## config.mk

```make
export PLATFORM = sky130hd
export DESIGN_NAME = load_cell_adc_serial_reader_core
export DESIGN_NICKNAME = d
export VERILOG_FILES = /design/src/design/lcasr_pkg.sv /design/src/design/lcasr_ctrl.sv /design/src/design/lcasr_dp.sv /design/src/design/load_cell_adc_serial_reader_core.sv
export SDC_FILE = /design/constraint.sdc
export NUM_CORES = 1
export LEC_CHECK = 0
export BUFFER_PORTS_ARGS = -buffer_cell sky130_fd_sc_hd__buf_2
export CAP_MARGIN = 30
export CORE_MARGIN = 1.5
export CORE_UTILIZATION = 57
export DETAILED_ROUTE_END_ITERATION = 10
export PLACE_DENSITY_LB_ADDON = 0.15
export SLEW_MARGIN = 40
export SYNTH_ARGS = -nofsm -noshare
export SYNTH_HDL_FRONTEND = slang
export SYNTH_SLANG_ARGS = --single-unit
```

## constraint.sdc

```tcl
create_clock -name clk -period 4.7 [get_ports clk]
set_input_delay 0.235 -clock clk [delete_from_list [all_inputs] [get_ports clk]]
set_output_delay 0.235 -clock clk [all_outputs]
set_load 0.02 [all_outputs]
```

## src/design/lcasr_pkg.sv

```systemverilog
// Shared constants and types for the load-cell converter serial reader.
// Used by the controller, the datapath, the top level and the checker.
// No dependencies.
package lcasr_pkg;

    // Converter and sequence constants.
    localparam int ADC_BITS         = 24;
    localparam int MAX_AVERAGES     = 255;
    localparam int POWER_DOWN_TICKS = 60;

    // Field and register widths.
    localparam int OP_W       = 2;
    localparam int CNT_W      = 8;
    localparam int GAIN_W     = 2;
    localparam int RAW_W      = 24;
    localparam int DATA_W     = 32;
    localparam int HALF_W     = 8;
    localparam int TMO_W      = 24;
    localparam int CFG_IDX_W  = 3;
    localparam int CFG_DATA_W = 32;

    // Derived widths: pulse counter holds ADC_BITS plus up to three gain pulses,
    // and the sum holds MAX_AVERAGES signed 32-bit samples.
    localparam int PULSE_W   = $clog2(ADC_BITS + 4);
    localparam int SUM_W     = DATA_W + $clog2(MAX_AVERAGES + 1);
    localparam int DIV_CNT_W = $clog2(SUM_W);

    // Operation codes.
    localparam logic [OP_W-1:0] OP_TICK       = 2'd0;
    localparam logic [OP_W-1:0] OP_INIT       = 2'd1;
    localparam logic [OP_W-1:0] OP_READ       = 2'd2;
    localparam logic [OP_W-1:0] OP_POWER_DOWN = 2'd3;

    // Configuration register indexes.
    localparam logic [CFG_IDX_W-1:0] REG_GAIN_PULSES = 3'd0;
    localparam logic [CFG_IDX_W-1:0] REG_RAW_OFFSET  = 3'd1;
    localparam logic [CFG_IDX_W-1:0] REG_ZERO_OFFSET = 3'd2;
    localparam logic [CFG_IDX_W-1:0] REG_HALF_PERIOD = 3'd3;
    localparam logic [CFG_IDX_W-1:0] REG_TIMEOUT     = 3'd4;

    // Configuration reset values.
    localparam logic [GAIN_W-1:0] GAIN_RESET    = 2'd1;
    localparam logic [HALF_W-1:0] HALF_RESET    = 8'd1;
    localparam logic [TMO_W-1:0]  TIMEOUT_RESET = 24'd500000;

    // Pin sequence modes.
    typedef enum logic [5:0] {
        M_IDLE       = 6'b000001,
        M_INIT_WAIT  = 6'b000010,
        M_INIT_CLK   = 6'b000100,
        M_READ_WAIT  = 6'b001000,
        M_READ_CLK   = 6'b010000,
        M_POWER_DOWN = 6'b100000
    } mode_t;

    // Commands from the controller to the datapath.
    typedef struct packed {
        logic step;
        logic div_start;
        logic div_step;
        logic div_finish;
        logic load_out;
    } dp_cmd_t;

    // Status from the datapath to the controller.
    typedef struct packed {
        logic read_done;
    } dp_status_t;

endpackage

```

## src/design/lcasr_ctrl.sv

```systemverilog
// Controller for the load-cell converter serial reader: beat handshakes,
// divider sequencing and output register valid. Depends on lcasr_pkg.
module lcasr_ctrl
    import lcasr_pkg::*;
(
    input  logic       clk,
    input  logic       rst_n,
    input  logic       in_valid,
    output logic       in_stall,
    output logic       out_valid,
    input  logic       out_stall,
    input  dp_status_t status,
    output dp_cmd_t    cmd
);

    typedef enum logic [4:0] {
        S_IDLE = 5'b00001,
        S_PREP = 5'b00010,
        S_DIV  = 5'b00100,
        S_FIX  = 5'b01000,
        S_PUSH = 5'b10000
    } state_t;

    state_t                 state_reg;
    state_t                 state_next;
    logic [DIV_CNT_W-1:0]   div_cnt_reg;
    logic [DIV_CNT_W-1:0]   div_cnt_next;
    logic                   out_valid_reg;
    logic                   out_valid_next;

    assign in_stall  = (state_reg != S_IDLE);
    assign out_valid = out_valid_reg;

    always_comb
    begin
        state_next     = state_reg;
        div_cnt_next   = div_cnt_reg;
        out_valid_next = out_valid_reg & out_stall;
        cmd            = '0;
        unique case (state_reg)
            S_IDLE:
            begin
                if (in_valid)
                begin
                    cmd.step   = 1'b1;
                    state_next = status.read_done ? S_PREP : S_PUSH;
                end
            end
            S_PREP:
            begin
                cmd.div_start = 1'b1;
                div_cnt_next  = DIV_CNT_W'(SUM_W - 1);
                state_next    = S_DIV;
            end
            S_DIV:
            begin
                cmd.div_step = 1'b1;
                if (div_cnt_reg == '0)
                begin
                    state_next = S_FIX;
                end
                else
                begin
                    div_cnt_next = div_cnt_reg - 1'b1;
                end
            end
            S_FIX:
            begin
                cmd.div_finish = 1'b1;
                state_next     = S_PUSH;
            end
            S_PUSH:
            begin
                // The output register takes the beat once it is empty or being drained.
                if (!out_valid_reg || !out_stall)
                begin
                    cmd.load_out   = 1'b1;
                    out_valid_next = 1'b1;
                    state_next     = S_IDLE;
                end
            end
            default:
            begin
                state_next = S_IDLE;
            end
        endcase
    end

    always_ff @(posedge clk or negedge rst_n)
    begin
        if (!rst_n)
        begin
            state_reg     <= S_IDLE;
            div_cnt_reg   <= '0;
            out_valid_reg <= 1'b0;
        end
        else
        begin
            state_reg     <= state_next;
            div_cnt_reg   <= div_cnt_next;
            out_valid_reg <= out_valid_next;
        end
    end

endmodule

```

## src/design/lcasr_dp.sv

```systemverilog
// Datapath for the load-cell converter serial reader: configuration registers,
// per-tick pin sequencer state, sample correction, sum, serial divider and
// output registers. Depends on lcasr_pkg.
module lcasr_dp
    import lcasr_pkg::*;
(
    input  logic                     clk,
    input  logic                     rst_n,
    input  logic                     cfg_write,
    input  logic [CFG_IDX_W-1:0]     cfg_index,
    input  logic [CFG_DATA_W-1:0]    cfg_data,
    input  logic [OP_W-1:0]          operation,
    input  logic                     dout_level,
    input  logic [CNT_W-1:0]         average_count,
    input  dp_cmd_t                  cmd,
    output dp_status_t               status,
    output logic                     sck_level,
    output logic                     busy_res,
    output logic                     result_valid,
    output logic signed [DATA_W-1:0] result,
    output logic                     timed_out
);

    // Configuration registers.
    logic [GAIN_W-1:0]   gain_pulses_reg;
    logic [RAW_W-1:0]    raw_offset_reg;
    logic [DATA_W-1:0]   zero_offset_reg;
    logic [HALF_W-1:0]   half_period_reg;
    logic [TMO_W-1:0]    timeout_reg;

    // Sequencer state.
    mode_t               mode_reg;
    mode_t               mode_next;
    logic                clock_reg;
    logic                clock_next;
    logic [HALF_W-1:0]   phase_reg;
    logic [HALF_W-1:0]   phase_next;
    logic [PULSE_W-1:0]  pulse_reg;
    logic [PULSE_W-1:0]  pulse_next;
    logic [ADC_BITS-1:0] shift_reg;
    logic [ADC_BITS-1:0] shift_next;
    logic [CNT_W-1:0]    left_reg;
    logic [CNT_W-1:0]    left_next;
    logic [CNT_W-1:0]    divisor_reg;
    logic [CNT_W-1:0]    divisor_next;
    logic [SUM_W-1:0]    sum_reg;
    logic [SUM_W-1:0]    sum_next;
    logic [TMO_W-1:0]    wait_reg;
    logic [TMO_W-1:0]    wait_next;

    // Per-tick results.
    logic                step_sck;
    logic                step_tmo;
    logic                step_done;
    logic [HALF_W-1:0]   half_ticks;
    logic [CNT_W-1:0]    count_clamped;

    // Corrected sample of the finished shift register.
    logic [ADC_BITS-1:0] code_adj;
    logic [DATA_W-1:0]   code_ext;
    logic [DATA_W-1:0]   sample_val_reg;

    // Divider.
    logic [SUM_W-1:0]    dvd_reg;
    logic [CNT_W-1:0]    rem_reg;
    logic                neg_reg;
    logic [CNT_W:0]      rem_trial;
    logic [CNT_W:0]      rem_diff;
    logic                rem_ge;

    // Staged and output beat.
    logic                stage_sck_reg;
    logic                stage_busy_reg;
    logic                stage_valid_reg;
    logic                stage_tmo_reg;
    logic [DATA_W-1:0]   stage_result_reg;
    logic                out_sck_reg;
    logic                out_busy_reg;
    logic                out_valid_reg;
    logic                out_tmo_reg;
    logic [DATA_W-1:0]   out_result_reg;

    assign half_ticks = (half_period_reg == '0) ? HALF_W'(1) : half_period_reg;

    always_comb
    begin
        count_clamped = average_count;
        if (count_clamped == '0)
        begin
            count_clamped = CNT_W'(1);
        end
        if (count_clamped > CNT_W'(MAX_AVERAGES))
        begin
            count_clamped = CNT_W'(MAX_AVERAGES);
        end
    end

    // The raw code settles at least one tick before it is summed, so its correction is
    // registered here rather than chained onto the sum adder.
    assign code_adj = shift_reg - raw_offset_reg[ADC_BITS-1:0];
    assign code_ext = {{(DATA_W - ADC_BITS){code_adj[ADC_BITS-1]}}, code_adj};

    always_ff @(posedge clk)
    begin
        sample_val_reg <= code_ext - zero_offset_reg;
    end

    // One tick of the pin sequencer.
    always_comb
    begin
        mode_next    = mode_reg;
        clock_next   = clock_reg;
        phase_next   = phase_reg;
        pulse_next   = pulse_reg;
        shift_next   = shift_reg;
        left_next    = left_reg;
        divisor_next = divisor_reg;
        sum_next     = sum_reg;
        wait_next    = wait_reg;
        step_tmo     = 1'b0;
        step_done    = 1'b0;

        if (mode_reg == M_IDLE)
        begin
            unique case (operation)
                OP_TICK:
                begin
                    mode_next = M_IDLE;
                end
                OP_INIT:
                begin
                    clock_next = 1'b0;
                    wait_next  = '0;
                    mode_next  = M_INIT_WAIT;
                end
                OP_READ:
                begin
                    left_next    = count_clamped;
                    divisor_next = count_clamped;
                    sum_next     = '0;
                    clock_next   = 1'b0;
                    wait_next    = '0;
                    mode_next    = M_READ_WAIT;
                end
                OP_POWER_DOWN:
                begin
                    clock_next = 1'b1;
                    phase_next = HALF_W'(POWER_DOWN_TICKS);
                    mode_next  = M_POWER_DOWN;
                end
            endcase
        end

        step_sck = clock_next;

        unique case (mode_next)
            M_INIT_WAIT, M_READ_WAIT:
            begin
                if (!dout_level)
                begin
                    mode_next  = (mode_next == M_INIT_WAIT) ? M_INIT_CLK : M_READ_CLK;
                    clock_next = 1'b1;
                    phase_next = half_ticks;
                    pulse_next = '0;
                    shift_next = '0;
                end
                else if (wait_next >= timeout_reg)
                begin
                    step_tmo  = 1'b1;
                    mode_next = M_IDLE;
                end
                else
                begin
                    wait_next = wait_next + 1'b1;
                end
            end
            M_INIT_CLK, M_READ_CLK:
            begin
                // In a read, data bits are taken on the last tick of the high half of each data pulse.
                if (clock_next && (phase_next <= HALF_W'(1)) && (mode_next == M_READ_CLK)
                    && (pulse_next < PULSE_W'(ADC_BITS)))
                begin
                    shift_next = {shift_next[ADC_BITS-2:0], dout_level};
                end
                if (phase_next > HALF_W'(1))
                begin
                    phase_next = phase_next - 1'b1;
                end
                else if (clock_next)
                begin
                    clock_next = 1'b0;
                    phase_next = half_ticks;
                end
                else
                begin
                    pulse_next = pulse_next + 1'b1;
                    if (pulse_next < (PULSE_W'(ADC_BITS) + PULSE_W'(gain_pulses_reg)))
                    begin
                        clock_next = 1'b1;
                        phase_next = half_ticks;
                    end
                    else if (mode_next == M_INIT_CLK)
                    begin
                        mode_next = M_IDLE;
                    end
                    else
                    begin
                        sum_next  = sum_next + {{(SUM_W - DATA_W){sample_val_reg[DATA_W-1]}},
                                                sample_val_reg};
                        left_next = left_next - 1'b1;
                        if (left_next == '0)
                        begin
                            step_done = 1'b1;
                            mode_next = M_IDLE;
                        end
                        else
                        begin
                            wait_next = '0;
                            mode_next = M_READ_WAIT;
                        end
                    end
                end
            end
            M_POWER_DOWN:
            begin
                if (phase_next > HALF_W'(1))
                begin
                    phase_next = phase_next - 1'b1;
                end
                else
                begin
                    mode_next = M_IDLE;
                end
            end
            default:
            begin
                mode_next = M_IDLE;
            end
        endcase
    end

    assign status.read_done = step_done;

    // Restoring divider on the magnitude of the sum, one quotient bit a cycle.
    assign rem_trial = {rem_reg, dvd_reg[SUM_W-1]};
    assign rem_ge    = (rem_trial >= {1'b0, divisor_reg});
    assign rem_diff  = rem_trial - {1'b0, divisor_reg};

    always_ff @(posedge clk or negedge rst_n)
    begin
        if (!rst_n)
        begin
            gain_pulses_reg <= GAIN_RESET;
            raw_offset_reg  <= '0;
            zero_offset_reg <= '0;
            half_period_reg <= HALF_RESET;
            timeout_reg     <= TIMEOUT_RESET;
            mode_reg        <= M_IDLE;
            clock_reg       <= 1'b0;
            phase_reg       <= '0;
            pulse_reg       <= '0;
            shift_reg       <= '0;
            left_reg        <= '0;
            divisor_reg     <= CNT_W'(1);
            sum_reg         <= '0;
            wait_reg        <= '0;
        end
        else
        begin
            if (cfg_write)
            begin
                unique case (cfg_index)
                    REG_GAIN_PULSES: gain_pulses_reg <= cfg_data[GAIN_W-1:0];
                    REG_RAW_OFFSET:  raw_offset_reg  <= cfg_data[RAW_W-1:0];
                    REG_ZERO_OFFSET: zero_offset_reg <= cfg_data[DATA_W-1:0];
                    REG_HALF_PERIOD: half_period_reg <= cfg_data[HALF_W-1:0];
                    REG_TIMEOUT:     timeout_reg     <= cfg_data[TMO_W-1:0];
                    default:         ;
                endcase
            end
            if (cmd.step)
            begin
                mode_reg    <= mode_next;
                clock_reg   <= clock_next;
                phase_reg   <= phase_next;
                pulse_reg   <= pulse_next;
                shift_reg   <= shift_next;
                left_reg    <= left_next;
                divisor_reg <= divisor_next;
                sum_reg     <= sum_next;
                wait_reg    <= wait_next;
            end
        end
    end

    always_ff @(posedge clk)
    begin
        if (cmd.step)
        begin
            stage_sck_reg    <= step_sck;
            stage_busy_reg   <= (mode_next != M_IDLE);
            stage_valid_reg  <= step_done;
            stage_tmo_reg    <= step_tmo;
            stage_result_reg <= '0;
        end
        if (cmd.div_start)
        begin
            neg_reg <= sum_reg[SUM_W-1];
            dvd_reg <= sum_reg[SUM_W-1] ? (-sum_reg) : sum_reg;
            rem_reg <= '0;
        end
        if (cmd.div_step)
        begin
            dvd_reg <= {dvd_reg[SUM_W-2:0], rem_ge};
            rem_reg <= rem_ge ? rem_diff[CNT_W-1:0] : rem_trial[CNT_W-1:0];
        end
        if (cmd.div_finish)
        begin
            stage_result_reg <= neg_reg ? (-dvd_reg[DATA_W-1:0]) : dvd_reg[DATA_W-1:0];
        end
        if (cmd.load_out)
        begin
            out_sck_reg    <= stage_sck_reg;
            out_busy_reg   <= stage_busy_reg;
            out_valid_reg  <= stage_valid_reg;
            out_tmo_reg    <= stage_tmo_reg;
            out_result_reg <= stage_result_reg;
        end
    end

    assign sck_level    = out_sck_reg;
    assign busy_res     = out_busy_reg;
    assign result_valid = out_valid_reg;
    assign result       = out_result_reg;
    assign timed_out    = out_tmo_reg;

endmodule

```

## src/design/load_cell_adc_serial_reader_core.sv

```systemverilog
// Top level of the load-cell converter serial reader.
// Joins lcasr_ctrl and lcasr_dp. Depends on lcasr_pkg.
//
// Each input beat is one pin tick: the command code, the sampled data pin
// level and the averaging count. Each accepted beat gives exactly one output
// beat with the clock pin level for that tick, the busy flag, and the
// result_valid, result and timed_out fields of the tick.
// The configuration port writes one register per cycle on cfg_write and must be
// used only while the block holds no pending tick; the block does not enforce this.
// An ordinary tick passes from acceptance through the staging register into
// the output register. The tick that completes a read average first takes the
// magnitude of the sum, then runs the one-bit-per-cycle divider and restores
// the sign before it loads the output register.
// One tick is in work at a time; in_stall is high after acceptance until the
// tick's beat has moved into the output register.
// While the receiver stalls, the output beat holds and a finished tick waits
// in the staging register, so at most one more tick is taken meanwhile.
// Reset clears the configuration to its defaults, the sequencer to idle with
// its clock state low, and the output to empty.
module load_cell_adc_serial_reader_core
    import lcasr_pkg::*;
(
    input  logic                     clk,
    input  logic                     rst_n,
    input  logic                     cfg_write,
    input  logic [CFG_IDX_W-1:0]     cfg_index,
    input  logic [CFG_DATA_W-1:0]    cfg_data,
    input  logic                     in_valid,
    output logic                     in_stall,
    input  logic [OP_W-1:0]          operation,
    input  logic                     dout_level,
    input  logic [CNT_W-1:0]         average_count,
    output logic                     out_valid,
    input  logic                     out_stall,
    output logic                     sck_level,
    output logic                     busy_res,
    output logic                     result_valid,
    output logic signed [DATA_W-1:0] result,
    output logic                     timed_out
);

    dp_cmd_t    cmd;
    dp_status_t status;

    lcasr_ctrl u_ctrl (
        .clk       (clk),
        .rst_n     (rst_n),
        .in_valid  (in_valid),
        .in_stall  (in_stall),
        .out_valid (out_valid),
        .out_stall (out_stall),
        .status    (status),
        .cmd       (cmd)
    );

    lcasr_dp u_dp (
        .clk           (clk),
        .rst_n         (rst_n),
        .cfg_write     (cfg_write),
        .cfg_index     (cfg_index),
        .cfg_data      (cfg_data),
        .operation     (operation),
        .dout_level    (dout_level),
        .average_count (average_count),
        .cmd           (cmd),
        .status        (status),
        .sck_level     (sck_level),
        .busy_res      (busy_res),
        .result_valid  (result_valid),
        .result        (result),
        .timed_out     (timed_out)
    );

endmodule

```

Word level (Yosys, flattened, before mapping)
Cells that the tools add are included. Widths: inputs -> output; s select.

ROM bits: 0. Latch bits: 0. Memory bits (writable): 0. Logic and storage cells: 202. Flip-flop bits (word level): 379. Memories kept: 0.

Add/subtract/negate cells: 12. Equal/unequal tests: 28. Bitwise operators: 1. Mux-type cells: 93. Shifts and indexed selects: 0. Reductions and logical operators: 30. Div/mod/pow operators: 0. $mul: 0. Order comparisons: 7.

Operators with widths (count): $mux 40 (10); $mux 24 (11); $mux 8 (20); $mux 32 (3); $pmux 24 s2 (2); $mux 6 (9); $add 40x40->40 (1); $mux 5 (8); $neg 40->40 (1); $neg 32->32 (1); $sub 32x32->32 (1); $pmux 5 s5 (1); $add 24x1->24 const B (1); $ge 24x24->1 (1); $logic_not 8->1 (3); $pmux 6 s4 (1); $pmux 8 s3 (1); $sub 24x24->24 (1); $mux 1 (21); $pmux 6 s3 (1); $sub 8x1->8 const B (2); $reduce_and 2->1 (7); $pmux 6 s2 (1); $ne 2x2->1 const B (5); other kinds (44) (58).

Depth between registers and ports, before layout
Gate-level depths: netlist (run 1).

Depth after elaboration: 17. Gate-level depth with buffers: 22.

Modules after synthesis
Synthesis (run 1) repeated with hierarchy kept, for this count alone.

Cell total of the unflattened synthesis: 2462. Area total of the unflattened synthesis: 22983.3 µm².

By module, submodules not included: lcasr_dp (area each 22270.1 µm², cells an instance 2387, times used 1); lcasr_ctrl (area each 713.2 µm², cells an instance 75, times used 1).

Least setup slack after synthesis (run 1)
No wires, ideal clock.

Kind: register -> register. Start point: register u_dp.mode_reg[3]. End point: register u_dp.wait_reg[17]. Path slack: 0.280 ns. Library setup time: 0.126 ns. Stages on the path, launching flop included: 18. Required time: 4.574 ns. Buffers on the path: 4. Arrival: 4.294 ns. Cells stage by stage: dfrtp_1 nor4_1 clkbuf_1 nand3_1 clkbuf_1 clkbuf_1 clkbuf_1 and2_1 ha_1 a21o_1 a21o_1 a21oi_1 nand2b_1 a211o_1 a2111oi_1 and3_1 a311oi_1 a221o_1.

Longest elaborated chain between the ends: 10.

RTL lines: from (decl) (RTL line lcasr_dp.sv:32) `mode_t mode_reg;`; from (signal assigned) (RTL line lcasr_dp.sv:283) `mode_reg <= mode_next;`; $eq 6x1->1 (RTL line lcasr_dp.sv:123) `if (mode_reg == M_IDLE)`; $mux 8 (RTL line lcasr_dp.sv:123); $sub 8x1->8 (RTL line lcasr_dp.sv:210) `left_next = left_next - 1'b1;`; $logic_not 8->1 (RTL line lcasr_dp.sv:211) `if (left_next == '0)`; $mux 24 (RTL line lcasr_dp.sv:211); $mux 24 (RTL line lcasr_dp.sv:202) `else if (mode_next == M_INIT_CLK)`; $mux 24 (RTL line lcasr_dp.sv:197) `if (pulse_next < (PULSE_W'(ADC_BITS) + PULSE_W'(gain_pulses_reg)))`; $mux 24 (RTL line lcasr_dp.sv:189) `else if (clock_next)`; $mux 24 (RTL line lcasr_dp.sv:185) `if (phase_next > HALF_W'(1))`; $pmux 24 s2 * (RTL line lcasr_dp.sv:156) `unique case (mode_next)`; to (signal assigned) (RTL line lcasr_dp.sv:291) `wait_reg <= wait_next;`; to (decl) (RTL line lcasr_dp.sv:48) `logic [TMO_W-1:0] wait_reg;`.

Every way passes the cells marked *; elsewhere a longest branch is shown, timed or not. A chain may end at the register's enable or synchronous reset.

Worst setup path after layout (run 1)
Start point: register u_dp.mode_reg[3]. End point: register u_dp.sum_reg[39].

Longest elaborated chain between the ends: 8.

RTL lines: $eq 6x1->1 (RTL line lcasr_dp.sv:123); $mux 40 or $mux 6 (tied branches) (RTL line lcasr_dp.sv:123); $add 40x40->40 or $eq 6x3->1 (tied branches) (RTL line lcasr_dp.sv:208, lcasr_dp.sv:156, lcasr_dp.sv:202); $mux 40 (RTL line lcasr_dp.sv:202); $mux 40 (RTL line lcasr_dp.sv:197); $mux 40 (RTL line lcasr_dp.sv:189); $mux 40 (RTL line lcasr_dp.sv:185); $mux 40 * (RTL line lcasr_dp.sv:156); to (signal assigned) (RTL line lcasr_dp.sv:290) `sum_reg <= sum_next;`; to (decl) (RTL line lcasr_dp.sv:46) `logic [SUM_W-1:0] sum_reg;`.

Marked as above.

==> results.toml, run 1 <==
[routing]
met1_length_um = 25100
wl_met2_um = 27000
num_vias = 18700
totalWireLength_um = 56100
met3_wirelength_um = 2650
drt_iter0_markers = 1269
wire_length_per_cell_um = 17.7
detail_route.first_pass.iterations = 5
top_signal_layer_used = "met4"
post_drt_via_cell_ratio = 5.90
drc_errors = 0
antenna_violating_nets_post_route = 0

[critical_path]
crit_path_cell_trace = "nor4_1 -> buf_4 -> nand3_1 -> buf_4 -> and2_1 -> ha_1 -> a21o_1 -> a31oi_1 -> a21oi_1 -> o2111a_1 -> o2111a_1 -> or2_2 -> a2111oi_0 -> buf_4 -> mux2i_1 -> a21o_1"
worst_path_most_repeated_cell = "sky130_fd_sc_hd__buf_4"
cp_max_fo = 24
rr_startpoint = "u_dp.mode_reg[3]"
critPathArrivalTime_ns = 5.01
crit_start_category = "flop"
crit_path_start = "u_dp.mode_reg[3]"
cp.required_ns = 5.20
cpMaxStageDelayCell = "sky130_fd_sc_hd__a2111oi_0"
crit_type = "reg2reg"
setup.worst_path.end_class = "flop"
worst_path_largest_cell_delay_ns = 0.53

[die]
die-width_um = 203
initial_core_util_pct = 57.6
core-area_um2 = 39600
placement_rows = 73
die-area_um2 = 41200
ioPinCount = 89
dieHeight_um = 203

[yosys]
synth.lib_cells_used.distinct = 88
syn-instance-count = 2473
synth_edf_count = 121
yosys_warns = 0
synth.largest_area_cell = "sky130_fd_sc_hd__dfrtp_1"
post_synth_top_area_share_pct = 23.5
synth-seq-area-share_pct = 43.6
synth_area_um2 = 22800
postSynth.topFlopCell = "sky130_fd_sc_hd__dfrtp_1"
synthArstFlopShare_pct = 59.6
postSynthAreaPerCell_um2 = 9.23
synth_top_cells_by_area = "sky130_fd_sc_hd__dfrtp_1 (23%), sky130_fd_sc_hd__edfxtp_1 (16%), sky130_fd_sc_hd__ha_1 (7.7%)"
syn_nets = 2669
synth_seq_cells = 379

[worst_hold_path]
min-delay-start = "in_valid"
holdCritPathClass = "in2reg"

[clock_network]
worst_setup_hold_path_clk_slew_ns = 0.06
tritoncts_buffer_count = 42
clock_insertion_delay_worst_skew_ns = 0.57
clock_tree_from_tritoncts = "built"
buffer_depth_of_the_longest_clock_path = 3
clock_tree.root_cell = "sky130_fd_sc_hd__clkbuf_16"
clock_sinks = 379
cts.htree.levels = 2

[sta]
fin_ws_ns = 0.186
setup-violations-final = 0
worstMarginPinSlew_ns = 0.778
relative_slew_slack_pct = 48.0
clock_skew_ns = 0.0164
finalWorstPathRequiredPeriod_ns = 4.51
finalHoldViolations = 0
maxSlewViolCount = 0
fmax_ghz = 0.222
final_min_period_over_clock_period_pct = 96.0
unrepaired_setup_endpoints_after_global_routing = "true"

[global_route]
globalRouteOverflowTotal = 0
groute.usage.overall_pct = 27.5
antenna_violations_before_repair = 0
grt_max_degree = 116
grt_pass1_vias = 18200
global_route_wire_length_before_repair_um = 92200

[placed_design]
post-place-cells = 3039
gp_congestion = 0.916
port_buffers = 88
post-dp-hpwl_um = 40700
post_placement_setup_slack_ns = -0.00134

[finish]
flow.area_growth_from_synthesis_pct = 13.9
layout.cells.non_filler = 3160
design.final.nets = 2799
antennaDiodeCount = 0
layout-drive-gt1-share_pct = 10.6

[pwr]
ir_drop_v = 0.000361
leakagePower_uw = 0.0112
power.density_cell_area_nw_per_um2 = 480

[run_status]
run_status = "completed"

[flow_run]
drv_cap = 0
[per-stage QoR]
stage | utilization, % | total power (uW) | cell area, um^2 | hold slack (ns) | TNS (ns)
2_1_floorplan | - | 7610 | 22800 | -0.0606 | 0
3_3_place_gp | 60.4 | 8770 | 23900 | 0.373 | 0
3_5_place_dp | 60.6 | 8910 | 24000 | 0.215 | -0.00134
4_1_cts | 65.3 | 12400 | 25900 | 0.00751 | 0
5_1_grt | 65.6 | 13200 | 26000 | 0.0469 | -0.0661
6_report | 65.6 | 12500 | 26000 | 0.0310 | 0
[Yosys cell counts (7+ instances only)]
master and instances:
sky130_fd_sc_hd__xor2_1 92, sky130_fd_sc_hd__a211o_1 8, sky130_fd_sc_hd__inv_1 149, sky130_fd_sc_hd__o31ai_1 30
sky130_fd_sc_hd__a21boi_0 7, sky130_fd_sc_hd__a211oi_1 20, sky130_fd_sc_hd__mux2i_1 12, sky130_fd_sc_hd__dfstp_2 12
sky130_fd_sc_hd__a32o_1 7, sky130_fd_sc_hd__nor3_1 53, sky130_fd_sc_hd__o211ai_1 16, sky130_fd_sc_hd__and3_1 24
sky130_fd_sc_hd__o41ai_1 10, sky130_fd_sc_hd__a31oi_1 18, sky130_fd_sc_hd__o21ai_0 225, sky130_fd_sc_hd__o21a_1 21
sky130_fd_sc_hd__a21oi_1 154, sky130_fd_sc_hd__o21ai_1 20, sky130_fd_sc_hd__dfrtp_1 214, sky130_fd_sc_hd__and2_1 69
sky130_fd_sc_hd__a31o_2 8, sky130_fd_sc_hd__nand3_1 53, sky130_fd_sc_hd__a21o_1 54, sky130_fd_sc_hd__dfxtp_1 32
sky130_fd_sc_hd__clkbuf_1 79, sky130_fd_sc_hd__or4_1 10, sky130_fd_sc_hd__nand2b_1 17, sky130_fd_sc_hd__nand2_1 301
sky130_fd_sc_hd__edfxtp_1 121, sky130_fd_sc_hd__mux2_2 19, sky130_fd_sc_hd__nor2_1 174, sky130_fd_sc_hd__o2111ai_1 11
sky130_fd_sc_hd__nor4_1 23, sky130_fd_sc_hd__a22o_1 10, sky130_fd_sc_hd__nand4_1 17, sky130_fd_sc_hd__nor2b_1 12
sky130_fd_sc_hd__xnor2_1 65, sky130_fd_sc_hd__or3_1 17, sky130_fd_sc_hd__or4_4 7, sky130_fd_sc_hd__ha_1 141
sky130_fd_sc_hd__nor3b_1 9, sky130_fd_sc_hd__and4_1 9, sky130_fd_sc_hd__o21bai_1 12
[cells by family (layout without fill, tap and decap cells)]
logic type	after synthesis	in the layout	share of synthesized area, %
XOR/XNOR	157	157	6.03
adder cells (fa/ha/maj)	145	145	8.08
multiplexers	31	31	1.46
flip-flops	379	379	43.6
AND/OR/NAND/NOR	828	828	17.6
buffers and inverters	237	399	3.92
AO/OA/AOI/OAI	696	696	19.3
[final cells by class]
class                           instances  area (um^2)
Clock buffer                           57         1200
Clock inverter                         19          251
Fill cell                            3270        13700
Inverter                              149          559
Multi-Input combinational cell       1857        12100
Sequential cell                       379         9940
Tap cell                              525          657
Timing Repair Buffer                  174         1280
[worst max-delay path: cells and delay by family, from the launching register on]
kind / cells / cell delay [ns]
AOI/OAI and AO/OA: 7 / 1.86
and+or+nand+nor: 4 / 0.94
buffers and inverters: 3 / 0.67
DFF: 1 / 0.45
adders and majority gates: 1 / 0.35
muxes: 1 / 0.19
[where the power goes]
group	total (uW)	switching (uW)	leakage (uW)	internal, uW
clock	3470	1340	0.000710	2120
sequential	4400	346	0.00419	4050
combinational	4590	2840	0.00630	1750
[worst paths after layout]
path,to,slack (ns),cells past startpoint
min in group asynchronous,u_ctrl.state_reg[3],0.21,2
hold / removal,u_ctrl.state_reg[0],0.03,4
hold reg to reg,u_dp.sck_level,0.42,0
setup / recovery,u_dp.sum_reg[39],0.19,16
max in group asynchronous,u_dp.raw_offset_reg[16],3.18,4
setup reg to reg,u_dp.sum_reg[39],0.19,16
[per-layer routing]
layer	track usage (%)	vias to the layer above
li1	-	9154
met1	36.5	8899
met2	46.7	496
met3	3.88	104
met4	8.47	0
met5	0	-
[timing repair]
item / 4_1_cts / 5_1_grt
gates cloned: 0 / 0
setup endpoints to repair: 1 / 7
buffers inserted: 0 / 1
pin swaps: 0 / 2
gates resized for setup: 1 / 12
hold buffers: 41 / 0
hold endpoints to repair: 145 / 0
[placed cells by master (no fill, tap or decap), types with 37 or more instances in the layout]
master	synthesis	layout
sky130_fd_sc_hd__nand2_1	301	299
sky130_fd_sc_hd__o21ai_0	225	224
sky130_fd_sc_hd__dfrtp_1	214	214
sky130_fd_sc_hd__nor2_1	174	173
sky130_fd_sc_hd__a21oi_1	154	149
sky130_fd_sc_hd__inv_1	149	149
sky130_fd_sc_hd__ha_1	141	141
sky130_fd_sc_hd__edfxtp_1	121	121
sky130_fd_sc_hd__xor2_1	92	92
sky130_fd_sc_hd__buf_2	4	87
sky130_fd_sc_hd__and2_1	69	69
sky130_fd_sc_hd__xnor2_1	65	65
sky130_fd_sc_hd__a21o_1	54	54
sky130_fd_sc_hd__nand3_1	53	52
sky130_fd_sc_hd__nor3_1	53	52
sky130_fd_sc_hd__clkbuf_16	0	46
sky130_fd_sc_hd__dlygate4sd3_1	0	41
sky130_fd_sc_hd__buf_4	0	37
Note: power is estimated with default switching activity, not from simulation.
==> run 2, diff against run 1 <==
- CORE_ASPECT_RATIO: unset -> 0.75
==> results.toml, run 2 (synthesized netlist as in run 1, its figures left out) <==
[global_route]
global_route_wire_length_before_repair_um = 96900
groute.usage.overall_pct = 29.4
grt_pass1_vias = 17800
antenna_violations_before_repair = 0
grt_max_degree = 106
globalRouteOverflowTotal = 0

[pwr]
power.density_cell_area_nw_per_um2 = 480
ir_drop_v = 0.000281
leakagePower_uw = 0.0112

[finish]
design.final.nets = 2800
layout-drive-gt1-share_pct = 11.2
antennaDiodeCount = 0
layout_common_cells = "sky130_fd_sc_hd__nand2_1 (300), sky130_fd_sc_hd__o21ai_0 (224), sky130_fd_sc_hd__dfrtp_1 (214), sky130_fd_sc_hd__nor2_1 (172), sky130_fd_sc_hd__inv_1 (149)"
fillers = 3187
layout_commonest_cell = "sky130_fd_sc_hd__nand2_1"
flow.area_growth_from_synthesis_pct = 13.7

[sta]
setup-violations-final = 0
timing.setup.tns_ns = 0
fmax_ghz = 0.226
finalWorstPathRequiredPeriod_ns = 4.43
maxSlewViolCount = 0
fin_worst_hold_slack_ns = 0.00797
worstMarginPinSlew_ns = 0.810
finalHoldViolations = 0
final_min_period_over_clock_period_pct = 94.3
clock_skew_ns = 0.0160
fin_ws_ns = 0.270
relative_slew_slack_pct = 45.8

[die]
die-width_um = 234
placement_rows = 63
die-area_um2 = 41200
dieHeight_um = 176
core-area_um2 = 39500
initial_core_util_pct = 57.8
ioPinCount = 89

[critical_path]
timing.rr.end = "u_dp.sample_val_reg[30]"
worst_path_largest_cell_delay_ns = 0.42
r2r_slack_ns = 0.27
crit_start_category = "flop"
worst_path_most_repeated_cell = "sky130_fd_sc_hd__a21oi_2"
crit_path_cell_trace = "ha_1 -> nand2_1 -> o2111ai_2 -> a41oi_1 -> buf_4 -> o311a_1 -> a21oi_2 -> a21o_1 -> a21oi_2 -> xnor2_1 -> ha_1 -> a21o_1 -> a21oi_2 -> nor3b_2 -> o211ai_1 -> nand2_1 -> o2111ai_2 -> a31o_2 -> a21oi_1 -> xnor2_1"
critical_path.top_delay_family = "compound AO/OA/AOI/OAI gates"
setup.worst_path.end_class = "flop"
cp_max_fo = 5
crit_type = "reg2reg"
cpMaxStageDelayCell = "sky130_fd_sc_hd__ha_1"
cp.required_ns = 5.17
worst-r2r-cell-count = 20
rr_startpoint = "u_dp.shift_reg[4]"
cp.buffers_inverters = 1
critPathArrivalTime_ns = 4.90

[worst_hold_path]
holdCritPathClass = "in2reg"
min-delay-start = "cfg_data[3]"
min_path_cells = 3
min_delay_worst_endpoint = "u_dp.timeout_reg[3]"

[routing]
post_drt_via_cell_ratio = 6.04
num_vias = 19000
drc_errors = 0
totalWireLength_um = 60500
antenna_violating_nets_post_route = 0
drt_iter0_markers = 1842
detail_route.first_pass.iterations = 5
wire_length_per_cell_um = 19.2

[run_status]
run_status = "completed"

[clock_network]
buffer_depth_of_the_longest_clock_path = 3
worst_setup_hold_path_clk_slew_ns = 0.06
cts.htree.levels = 2
clock_sinks = 379
clock_insertion_delay_worst_skew_ns = 0.55
tritoncts_buffer_count = 39
clock_tree_from_tritoncts = "built"
clock_tree.root_cell = "sky130_fd_sc_hd__clkbuf_16"

[placed_design]
port_buffers = 88
post-dp-hpwl_um = 44000
gp_congestion = 0.945
post_placement_setup_slack_ns = -0.210

[flow_run]
drv_cap = 0
## run 2: changes by cell type in the layout (fill, tap and decap cells not counted), moves of 3 or more
| cell | previous run | this run |
|---|---|---|
| sky130_fd_sc_hd__buf_4 | 37 | 47 |
| sky130_fd_sc_hd__bufinv_16 | 6 | 3 |
| sky130_fd_sc_hd__clkbuf_1 | 10 | 4 |
| sky130_fd_sc_hd__clkbuf_16 | 46 | 42 |
| sky130_fd_sc_hd__clkbuf_8 | 1 | 6 |
| sky130_fd_sc_hd__clkinv_1 | 2 | 7 |
| sky130_fd_sc_hd__clkinv_2 | 8 | 3 |
| sky130_fd_sc_hd__clkinvlp_4 | 2 | 5 |
| sky130_fd_sc_hd__dlygate4sd3_1 | 41 | 35 |
| sky130_fd_sc_hd__o2111ai_1 | 9 | 6 |
| sky130_fd_sc_hd__o2111ai_2 | 2 | 5 |
## run 2: per-layer routing
| metal | vias to the layer above | global-route usage (%) | share of wire (%) |
|---|---|---|---|
| met5 | - | 0 | 0 |
| met4 | 0 | 6.44 | 1.9 |
| met3 | 78 | 4.81 | 6.8 |
| met2 | 645 | 44.4 | 44 |
| met1 | 9163 | 44.3 | 47 |
| li1 | 9160 | - | - |
## run 2: how the worst max path moves through the flow
stage / start / depth (start not counted) / to
floorplan: u_dp.mode_reg[3] / 17 / u_dp.wait_reg[17]
global placement: u_dp.shift_reg[0] / 21 / u_dp.sample_val_reg[29]
detailed placement: u_dp.shift_reg[0] / 21 / u_dp.sample_val_reg[29]
CTS: u_dp.shift_reg[1] / 18 / u_dp.sample_val_reg[31]
global route: u_dp.raw_offset_reg[1] / 19 / u_dp.sample_val_reg[31]
finish: u_dp.shift_reg[4] / 20 / u_dp.sample_val_reg[30]
## run 2: cell type report
class / instances / area, um^2 / area share, %
well taps: 520 / 651 / 2.51
multi-input cells: 1857 / 12200 / 46.9
inverters: 149 / 559 / 2.16
flip-flops and latches: 379 / 9940 / 38.3
clock inverters: 20 / 194 / 0.748
clock buffers: 52 / 1150 / 4.43
repair buffers: 178 / 1280 / 4.93
## run 2: worst min-delay path, cell delays in order
cell                      delay, ns
sky130_fd_sc_hd__buf_2         0.15
sky130_fd_sc_hd__nand2_1       0.06
sky130_fd_sc_hd__o21ai_0       0.06
## run 2: timing repair
item	4_1_cts	5_1_grt
setup endpoints to repair	3	18
hold endpoints to repair	113	0
gates resized for setup	3	22
setup buffers	0	2
hold buffers	35	0
pin swaps	0	9
## run 2: stage by stage
stage	utilization, %	power, uW	std cells	area [um^2]
final	65.7	12400	3155	25900
after global routing	65.7	13100	3155	25900
after CTS	65.3	12300	3152	25800
after detailed placement	60.9	9010	3045	24100
after global placement	60.9	8870	3043	24000
after floorplan	-	7610	2473	22800
## run 2: report_power, final
part	internal (uW)	total (uW)	switching (uW)
combinational	1800	4800	2990
sequential	4050	4390	341
clock	1890	3260	1360
total	7750	12400	4700
==> run 3, diff against run 2 <==
- CORE_UTILIZATION: 57 -> 52
==> results.toml, run 3 (synthesized netlist as in run 1, its figures left out) <==
[placed_design]
port_buffers = 88
post-dp-hpwl_um = 43500
gp_congestion = 0.940

[finish]
antennaDiodeCount = 0
layout_common_cells = "sky130_fd_sc_hd__nand2_1 (300), sky130_fd_sc_hd__o21ai_0 (224), sky130_fd_sc_hd__dfrtp_1 (214), sky130_fd_sc_hd__nor2_1 (172)"
layout-drive-gt1-share_pct = 11.4
flow.area_growth_from_synthesis_pct = 14.6
design.final.nets = 2805
layout_commonest_cell = "sky130_fd_sc_hd__nand2_1"

[critical_path]
worst_path_largest_cell_delay_ns = 0.39
crit_start_category = "flop"
cp.buffers_inverters = 3
cpMaxStageDelayCell = "sky130_fd_sc_hd__dfrtp_1"
crit_type = "reg2reg"
crit_path_cell_trace = "inv_1 -> ha_1 -> inv_1 -> fa_2 -> a21oi_2 -> o2111ai_2 -> a41oi_2 -> buf_4 -> o311a_1 -> a21oi_2 -> a21o_1 -> a21oi_2 -> xnor2_2 -> ha_1 -> a21o_1 -> a21oi_2 -> nor3b_2 -> o211ai_1 -> nand2_1 -> o2111ai_2 -> a31o_2 -> a21oi_1 -> xnor2_1"
critPathArrivalTime_ns = 4.95
cp_max_fo = 4
cp.required_ns = 5.17
worst_path_most_repeated_cell = "sky130_fd_sc_hd__a21oi_2"
setup.worst_path.end_class = "flop"
critical_path.top_delay_family = "compound AO/OA/AOI/OAI gates"

[die]
core-area_um2 = 43400
ioPinCount = 89
placement_rows = 66
dieHeight_um = 184
initial_core_util_pct = 52.6
die-area_um2 = 45200
die-width_um = 245

[worst_hold_path]
holdCritPathClass = "in2reg"

[sta]
finalHoldViolations = 0
timing.setup.tns_ns = 0
unrepaired_setup_endpoints_after_global_routing = "true"
clock_skew_ns = 0.0227
setup-violations-final = 0
finalWorstPathRequiredPeriod_ns = 4.48
maxSlewViolCount = 0
final_min_period_over_clock_period_pct = 95.3
fmax_ghz = 0.223
relative_slew_slack_pct = 48.3
worstMarginPinSlew_ns = 0.770

[clock_network]
clock_tree.root_cell = "sky130_fd_sc_hd__clkbuf_16"
clock_tree_from_tritoncts = "built"
tritoncts_buffer_count = 41
clock_sinks = 379
clock_insertion_delay_worst_skew_ns = 0.57
buffer_depth_of_the_longest_clock_path = 3
cts.htree.levels = 2
worst_setup_hold_path_clk_slew_ns = 0.06

[routing]
drc_errors = 0
drt_iter0_markers = 1719
post_drt_via_cell_ratio = 5.83
wire_length_per_cell_um = 18.6
totalWireLength_um = 59800
num_vias = 18800
antenna_violating_nets_post_route = 0
detail_route.first_pass.iterations = 8

[pwr]
total_power_uw = 12700
ir_drop_v = 0.000326
power.density_cell_area_nw_per_um2 = 484
clockPowerShare_pct = 27.7
pwr-share-seq_pct = 34.7
comb_power_share_pct = 37.6
leakagePower_uw = 0.0112
netSwitchingFraction_pct = 37.4
power.internal_uw = 7920
power.switching_uw = 4730

[global_route]
global_route_wire_length_before_repair_um = 96300
antenna_violations_before_repair = 1
grt_pass1_vias = 17800
groute.usage.overall_pct = 26.7
globalRouteOverflowTotal = 0
grt_max_degree = 93

[flow_run]
drv_cap = 0

[run_status]
run_status = "completed"
run 3: changes by cell type in the layout (fill, tap and decap cells not counted), sizes merged:
cell / change
clkbuf: +4
dlygate4sd3: +4
clkinvlp: -3
bufinv: +2
buf: -1
clkinv: +1
run 3: power groups by stage:
stage          sequential, uW  clock (uW)  combinational (uW)
6_report                 4390        3500                4760
5_1_grt                  4450        3710                5280
4_1_cts                  4380        3570                4620
3_5_place_dp             4440           0                4560
3_3_place_gp             4430           0                4450
2_1_floorplan            4380           0                3230
run 3: final timing paths:
path	start	endpoint	slack [ns]	cells past startpoint
setup reg to reg	u_dp.shift_reg[0]	u_dp.sample_val_reg[30]	0.22	23
min in group asynchronous	rst_n	u_dp.raw_offset_reg[15]	0.30	2
hold reg to reg	u_dp.stage_result_reg[18]	u_dp.result[18]	0.42	0
max in group asynchronous	rst_n	u_dp.phase_reg[1]	3.27	3
setup / recovery	u_dp.shift_reg[0]	u_dp.sample_val_reg[30]	0.22	23
hold / removal	cfg_data[7]	u_dp.timeout_reg[7]	0.03	3
run 3: worst min-delay path, delay by kind of cell:
| kind | cells | cell delay (ns) |
|---|---|---|
| buf+inv | 1 | 0.16 |
| compound gates | 1 | 0.07 |
| simple gates | 1 | 0.07 |
run 3: layout make-up:
type                            instances  area, um^2
Clock buffer                           56        1210
Clock inverter                         20         260
Fill cell                            3710       17200
Inverter                              149         559
Multi-Input combinational cell       1857       12100
Sequential cell                       379        9940
Tap cell                              578         723
Timing Repair Buffer                  181        1300
run 3: what timing repair did:
action | in CTS | in global routing
setup endpoints to repair | 2 | 13
endpoints found under the hold margin | 161 | 0
resized for setup | 1 | 22
pin swaps | 0 | 7
buffers inserted | 0 | 3
hold buffers | 39 | 0
run 3: per-stage QoR:
step / worst slack [ns] / instance area, um^2 / hold slack, ns / cells / util [%]
6_report: 0.223 / 26200 / 0.0345 / 3220 / 60.3
2_1_floorplan: 0.280 / 22800 / -0.0606 / 2473 / -
3_3_place_gp: 0.0401 / 24100 / 0.311 / 3099 / 55.6
5_1_grt: -0.0292 / 26200 / 0.0145 / 3220 / 60.3
4_1_cts: 0.0377 / 26000 / 0.00743 / 3216 / 59.9
3_5_place_dp: -0.107 / 24100 / 0.322 / 3101 / 55.6
run 3: routing by layer:
metal	vias to the layer above	share of wire, %	track usage [%]
met3	94	6.1	4.59
li1	9184	-	-
met1	8929	48	39.8
met5	-	0	0
met4	0	2.5	7.51
met2	566	43	39.8
